File: src/hdl/jsu_pkg.sv
package jsu_pkg;

    // Decoder phase within the input stream.
    typedef enum logic [1:0] {
        PH_IDLE = 2'd0,
        PH_STR  = 2'd1,
        PH_ESC  = 2'd2,
        PH_HEX  = 2'd3
    } phase_t;

    // Progress through the four bytes that follow a \u escape.
    typedef enum logic [1:0] {
        HM_SKIP   = 2'd0,
        HM_DIGITS = 2'd1,
        HM_DONE   = 2'd2
    } hex_mode_t;

    // Result kinds.
    localparam logic [1:0] KIND_DATA     = 2'd0;
    localparam logic [1:0] KIND_CLOSED   = 2'd1;
    localparam logic [1:0] KIND_NO_QUOTE = 2'd2;
    localparam logic [1:0] KIND_PREMAT   = 2'd3;

    // Characters of interest.
    localparam logic [7:0] CH_QUOTE = 8'h22;
    localparam logic [7:0] CH_BSL   = 8'h5C;
    localparam logic [7:0] CH_B     = 8'h62;
    localparam logic [7:0] CH_F     = 8'h66;
    localparam logic [7:0] CH_N     = 8'h6E;
    localparam logic [7:0] CH_R     = 8'h72;
    localparam logic [7:0] CH_T     = 8'h74;
    localparam logic [7:0] CH_U     = 8'h75;
    localparam logic [7:0] CC_BS    = 8'h08;
    localparam logic [7:0] CC_FF    = 8'h0C;
    localparam logic [7:0] CC_LF    = 8'h0A;
    localparam logic [7:0] CC_CR    = 8'h0D;
    localparam logic [7:0] CC_TAB   = 8'h09;

    // One result item.
    typedef struct packed {
        logic [7:0] data;
        logic [1:0] kind;
        logic       last;
    } result_t;

    // Space, tab, LF, VT, FF or CR.
    function automatic logic is_space(input logic [7:0] b);
        return (b == 8'h20) || (b >= 8'h09 && b <= 8'h0D);
    endfunction

    // Hex digit value in the low four bits, bit 4 set when b is no hex digit.
    function automatic logic [4:0] hex_digit(input logic [7:0] b);
        logic [4:0] d;
        if (b >= 8'h30 && b <= 8'h39) begin
            d = {1'b0, b[3:0]};
        end
        else if ((b >= 8'h61 && b <= 8'h66) || (b >= 8'h41 && b <= 8'h46)) begin
            d = {1'b0, b[3:0] + 4'd9};
        end
        else begin
            d = 5'h10;
        end
        return d;
    endfunction

endpackage

File: src/hdl/json_string_unescaper.sv
// Channel | Signals                                   | Direction
// input   | in_valid, in_stall, in_byte, end_of_input | in_stall driven here
// output  | out_valid, out_stall, out_byte, kind, last | out_stall driven by sink
//
// One byte is decoded per cycle while in_stall is low: every transfer updates the
// decoder state and, when it yields a result, loads it in the same clock into the
// output register, or into the skid register while out_stall holds the output.
// A two-entry output buffer (output register plus skid register) keeps input
// transfers flowing while a result waits; in_stall rises only when both are full.
// Reset (rst_n, asynchronous, active low) idles the decoder and empties the buffer.
module json_string_unescaper (
    input  logic       clk,
    input  logic       rst_n,
    input  logic       in_valid,
    output logic       in_stall,
    input  logic [7:0] in_byte,
    input  logic       end_of_input,
    output logic       out_valid,
    input  logic       out_stall,
    output logic [7:0] out_byte,
    output logic [1:0] kind,
    output logic       last
);
    import jsu_pkg::*;

    phase_t     phase_reg, phase_next;
    hex_mode_t  hex_mode_reg, hex_mode_next;
    logic [1:0] hex_left_reg, hex_left_next;
    logic [7:0] hex_value_reg, hex_value_next;

    result_t    out_reg, skid_reg, res;
    logic       out_valid_reg, skid_valid_reg;
    logic       res_valid;
    logic       accept;
    logic       out_free;
    logic [4:0] digit;
    hex_mode_t  hm_upd;
    logic [7:0] hv_upd;

    assign accept   = in_valid && !skid_valid_reg;
    assign in_stall = skid_valid_reg;
    assign out_free = !out_valid_reg || !out_stall;
    assign digit    = hex_digit(in_byte);

    // Hex digit step within a \u escape.
    always_comb
    begin
        hm_upd = hex_mode_reg;
        hv_upd = hex_value_reg;
        if (hex_mode_reg == HM_SKIP && is_space(in_byte)) begin
            hm_upd = HM_SKIP;
        end
        else if (hex_mode_reg != HM_DONE && !digit[4]) begin
            hm_upd = HM_DIGITS;
            hv_upd = {hex_value_reg[3:0], digit[3:0]};
        end
        else begin
            hm_upd = HM_DONE;
        end
    end

    // Result of the current byte.
    always_comb
    begin
        res_valid = 1'b0;
        res       = '{data: 8'h00, kind: KIND_DATA, last: 1'b0};
        if (end_of_input) begin
            res_valid = 1'b1;
            res.kind  = (phase_reg == PH_IDLE) ? KIND_NO_QUOTE : KIND_PREMAT;
            res.last  = 1'b1;
        end
        else begin
            case (phase_reg)
                PH_IDLE:
                begin
                    if (!is_space(in_byte) && in_byte != CH_QUOTE) begin
                        res_valid = 1'b1;
                        res.kind  = KIND_NO_QUOTE;
                        res.last  = 1'b1;
                    end
                end
                PH_STR:
                begin
                    if (in_byte == CH_QUOTE) begin
                        res_valid = 1'b1;
                        res.kind  = KIND_CLOSED;
                        res.last  = 1'b1;
                    end
                    else if (in_byte != CH_BSL) begin
                        res_valid = 1'b1;
                        res.data  = in_byte;
                    end
                end
                PH_ESC:
                begin
                    res_valid = (in_byte != CH_U);
                    case (in_byte)
                        CH_B:    res.data = CC_BS;
                        CH_F:    res.data = CC_FF;
                        CH_N:    res.data = CC_LF;
                        CH_R:    res.data = CC_CR;
                        CH_T:    res.data = CC_TAB;
                        default: res.data = in_byte;
                    endcase
                end
                PH_HEX:
                begin
                    if (hex_left_reg == 2'd0) begin
                        res_valid = 1'b1;
                        res.data  = hv_upd;
                    end
                end
                default:
                begin
                    res_valid = 1'b0;
                end
            endcase
        end
    end

    // Next decoder state.
    always_comb
    begin
        phase_next     = phase_reg;
        hex_mode_next  = hex_mode_reg;
        hex_left_next  = hex_left_reg;
        hex_value_next = hex_value_reg;
        if (end_of_input) begin
            phase_next     = PH_IDLE;
            hex_mode_next  = HM_SKIP;
            hex_left_next  = 2'd0;
            hex_value_next = 8'h00;
        end
        else begin
            case (phase_reg)
                PH_IDLE:
                begin
                    if (in_byte == CH_QUOTE) begin
                        phase_next = PH_STR;
                    end
                end
                PH_STR:
                begin
                    if (in_byte == CH_QUOTE) begin
                        phase_next = PH_IDLE;
                    end
                    else if (in_byte == CH_BSL) begin
                        phase_next = PH_ESC;
                    end
                end
                PH_ESC:
                begin
                    phase_next = PH_STR;
                    if (in_byte == CH_U) begin
                        phase_next     = PH_HEX;
                        hex_left_next  = 2'd3;
                        hex_mode_next  = HM_SKIP;
                        hex_value_next = 8'h00;
                    end
                end
                PH_HEX:
                begin
                    if (hex_left_reg == 2'd0) begin
                        phase_next     = PH_STR;
                        hex_mode_next  = HM_SKIP;
                        hex_value_next = 8'h00;
                    end
                    else begin
                        hex_mode_next  = hm_upd;
                        hex_value_next = hv_upd;
                        hex_left_next  = hex_left_reg - 2'd1;
                    end
                end
                default:
                begin
                    phase_next = PH_IDLE;
                end
            endcase
        end
    end

    // Decoder state registers, updated on each input transfer.
    always_ff @(posedge clk or negedge rst_n)
    begin
        if (!rst_n) begin
            phase_reg     <= PH_IDLE;
            hex_mode_reg  <= HM_SKIP;
            hex_left_reg  <= 2'd0;
            hex_value_reg <= 8'h00;
        end
        else if (accept) begin
            phase_reg     <= phase_next;
            hex_mode_reg  <= hex_mode_next;
            hex_left_reg  <= hex_left_next;
            hex_value_reg <= hex_value_next;
        end
    end

    // Output register and skid register valid flags.
    always_ff @(posedge clk or negedge rst_n)
    begin
        if (!rst_n) begin
            out_valid_reg  <= 1'b0;
            skid_valid_reg <= 1'b0;
        end
        else if (out_free) begin
            if (skid_valid_reg) begin
                out_valid_reg  <= 1'b1;
                skid_valid_reg <= 1'b0;
            end
            else begin
                out_valid_reg <= accept && res_valid;
            end
        end
        else if (accept && res_valid) begin
            skid_valid_reg <= 1'b1;
        end
    end

    // Result payloads.
    always_ff @(posedge clk)
    begin
        if (out_free) begin
            if (skid_valid_reg) begin
                out_reg <= skid_reg;
            end
            else if (accept && res_valid) begin
                out_reg <= res;
            end
        end
        else if (accept && res_valid) begin
            skid_reg <= res;
        end
    end

    assign out_valid = out_valid_reg;
    assign out_byte  = out_reg.data;
    assign kind      = out_reg.kind;
    assign last      = out_reg.last;

    // A result waits in the skid register only behind a full output register.
    a_skid_behind_out: assert property (@(posedge clk) disable iff (!rst_n)
        skid_valid_reg |-> out_valid_reg)
        else $error("skid register holds a result while the output register is empty");

    // A result that ends the string sends the decoder back to idle.
    a_last_to_idle: assert property (@(posedge clk) disable iff (!rst_n)
        (accept && res_valid && res.last) |=> (phase_reg == PH_IDLE))
        else $error("decoder not idle after a final result");

    // The digit counter is only live inside a \u escape.
    a_hex_left_idle: assert property (@(posedge clk) disable iff (!rst_n)
        (phase_reg != PH_HEX) |-> (hex_left_reg == 2'd0))
        else $error("digit counter nonzero outside a \\u escape");

    // The last flag marks exactly the non-data results.
    a_last_kind: assert property (@(posedge clk) disable iff (!rst_n)
        out_valid_reg |-> (last == (kind != KIND_DATA)))
        else $error("last flag disagrees with result kind");

endmodule

File: config.mk
export PLATFORM = sky130hd
export DESIGN_NAME = json_string_unescaper
export DESIGN_NICKNAME = d
export VERILOG_FILES = /design/src/hdl/jsu_pkg.sv /design/src/hdl/json_string_unescaper.sv
export SDC_FILE = /design/constraint.sdc
export NUM_CORES = 1
export LEC_CHECK = 0
export BUFFER_PORTS_ARGS = -buffer_cell sky130_fd_sc_hd__buf_2
export CORE_MARGIN = 5
export CORE_UTILIZATION = 59
export DETAILED_ROUTE_END_ITERATION = 7
export PLACE_DENSITY = 0.83
export SYNTH_ARGS = -nofsm -noshare
export SYNTH_HDL_FRONTEND = slang
export SYNTH_SLANG_ARGS = --single-unit
File: constraint.sdc
create_clock -name clk -period 3.1 [get_ports clk]
set_input_delay 0.62 -clock clk [delete_from_list [all_inputs] [get_ports clk]]
set_output_delay 0.62 -clock clk [all_outputs]
set_load 0.05 [all_outputs]
==> reports/results.tsv <==
metric	value	unit
ys flop type	edfxtp_1	
DRC Markers	0	
Die X-Extent	76.1	um
final non-filler cell total	332	
# placed instances	324	
synth top area cells	edfxtp_1 26%, dfrtp_1 16%, ha_1 4.9%, o21ai_0 3.7%, a21oi_1 3.3%	
root buf cell	clkbuf_8	
Async SR Flop Fraction	42.1	%
# IOs	26	
DRT iter0 DRCs	197	
final net count	302	
Post-Syn Instances	257	
Pleak	1.09	nW
CTS sink count	38	
number of global-route vias before repair	2139	
Post-Syn Area	2580	um2
area grow syn2layout	8.74	%
initial antenna violation count	0	
clock buffer depth	2	
Synthesis Warnings	0	
max reg flops	11	
critical path launch point type	input pin	
RSZ-0062 raised after global routing	no	
largest net degree at the start of global routing	20	
hold_buf cts	0	
Final TNS setup	0	ns
WL/cell	18.9	um
post-route ant nets	0	
RD Place Congestion	0.927	
CTS Buf Count	5	
site row count	24	
DR top layer	met4	
Via density	6.74	
worst vdd ir	0.000331	V
# setup viols final	0	
core area	4290	um2
status	finished clean	
Hold Fails Final Rpt	0	
vias	2237	
Post-DP HPWL	4650	um
Sw Pwr	0.731	mW
Power per Cell Area	632	nW/um2
share of Yosys cell area claimed by the top area cell type	25.6	%
Worst-Skew Late Latency	0.29	ns
Req. time, crit path	3.13	ns
Initial Util	60.0	%
max frequency	0.390	GHz
Net Sw Frac	41.2	%
metal2 WL	2960	um
Setup CP Type	in2reg	
die area	5790	um2
port bufs	25	
crit path time final	2.57	ns
Max Slew Vio Count	0	
register area share after synthesis	41.2	%
most frequent cell after synthesis	edfxtp_1	
post-cts resize count	0	
Metal-1 WL	2710	um
met3 routed wirelength	479	um
final period utilization	82.8	%
post-synth cell types	66	
Yosys top cell by area	edfxtp_1	
Die Ht	76.1	um
diode count	0	
Max-Cap Viols	0	
CTS tree	done	
final WL	6290	um
Slew @ Worst Pin	0.624	ns
sequential share of power	38.5	%
htree depth	2	
fraction of layout cells with a size suffix above 1	18.6	%
Worst-path clk slew	0.07	ns
syn_nets	280	
Clock Power Share	18.1	%
crit path capture type	flop	
Synth top cells by count	22 x edfxtp_1, 19 x o21ai_0, 17 x a21oi_1	
global-route wire length before repair	10300	um
path depth of the worst reg2reg path	7	
relative slew slack	58.1	%
Post-synth EDFFs	22	
FF-to-FF setup slack	0.85	ns
global route total overflow	0	
RR Endpoint	hex_value_reg[5]$_DFFE_PN0P_	
Cell Int Power	1.04	mW
Comb power frac	43.4	%
highest fanout seen on the critical path	12	
WP data arrival	2.60	ns
post-CTS setup buffer count	0	
worst min path class	in2async	
Avg Inst Size Synth	10.0	um2
DRT Pass-1 Iters	5	
GRT Total Usage	21.9	%
Setup Skew	0.00789	ns
Worst R2R Start	phase_reg[0]$_DFFE_PN0P_	
synthesis-stage register bit count	38	
## critical path, cell delays in order
cell and delay, ns:
buf_2 0.18, inv_1 0.10, ha_1 0.24, nor3b_1 0.43
nor4_1 0.10, buf_4 0.19, o21a_1 0.18, or2_1 0.23
a221o_1 0.32
## cell families (layout without fill, tap and decap cells)
| family | after synthesis | in the layout | share of synthesized area [%] |
|---|---|---|---|
| AO/OA/AOI/OAI | 93 | 93 | 24.9 |
| XOR/XNOR | 1 | 1 | 0.340 |
| adder cells (fa/ha/maj) | 10 | 10 | 4.86 |
| buffers and inverters | 27 | 50 | 5.15 |
| flip-flops | 38 | 38 | 41.2 |
| multiplexers | 8 | 8 | 3.30 |
| AND/OR/NAND/NOR | 80 | 80 | 20.3 |
## routing by layer
layer | vias to the layer above | track usage [%]
met2 | 123 | 35.4
met3 | 15 | 3.55
met4 | 0 | 7.87
met5 | - | 0
li1 | 1042 | -
met1 | 1057 | 29.6
## final cells by class
type | instances | area (um2)
fillers | 359 | 1490
clock inverters | 2 | 8.76
multi-input cells | 192 | 1380
repair buffers | 31 | 170
flip-flops and latches | 38 | 1060
well taps | 52 | 65.1
inverters | 11 | 41.3
clock buffers | 6 | 72.6
## stage by stage
stage	power [mW]	hold WS, ns	util [%]	setup WS (ns)	instance area, um2
floorplan	1.25	0.324	-	0.261	2580
global placement	1.43	0.477	63.3	0.341	2720
detailed placement	1.45	0.491	63.3	0.273	2720
CTS	1.77	0.245	65.2	0.565	2800
global route	1.87	0.255	65.2	0.433	2800
finish	1.77	0.237	65.2	0.533	2800
## worst max path at each step
stage,from,endpoint,slack (ns),depth (start not counted)
5_1_grt,in_byte[0],out_byte[0]$_DFFE_PP_,0.43,9
4_1_cts,in_byte[0],out_byte[5]$_DFFE_PP_,0.56,9
3_5_place_dp,in_byte[0],out_byte[5]$_DFFE_PP_,0.27,9
6_report,in_byte[1],out_byte[5]$_DFFE_PP_,0.53,9
2_1_floorplan,in_byte[0],kind[0]$_DFFE_PP_,0.26,7
3_3_place_gp,in_byte[0],out_byte[5]$_DFFE_PP_,0.34,9
## layout by cell type (no fill, tap or decap), types with 4 or more instances in the layout
cell and n:
nor3_1 10, o21ai_0 19, o211ai_1 4, a21oi_1 17, and2_1 4, nor2_1 7, a22o_1 8, ha_1 10
dfrtp_1 16, inv_1 10, edfxtp_1 22, clkbuf_8 5, nand2_1 13, buf_2 25, o31ai_1 5, nor3b_1 8
nor2b_1 5, o21a_1 6, nand3_1 5, mux2i_1 4, a31oi_1 7, nand2b_1 5, buf_4 6
## power by group through the flow
stage          Clock, mW  Sequential, mW  Combinational, mW
2_1_floorplan          0           0.848              0.399
3_3_place_gp           0           0.689              0.736
3_5_place_dp           0           0.695              0.753
4_1_cts            0.323           0.684              0.761
5_1_grt            0.346           0.693              0.828
6_report           0.320           0.683              0.769
Power figures use the tool's default switching activity.
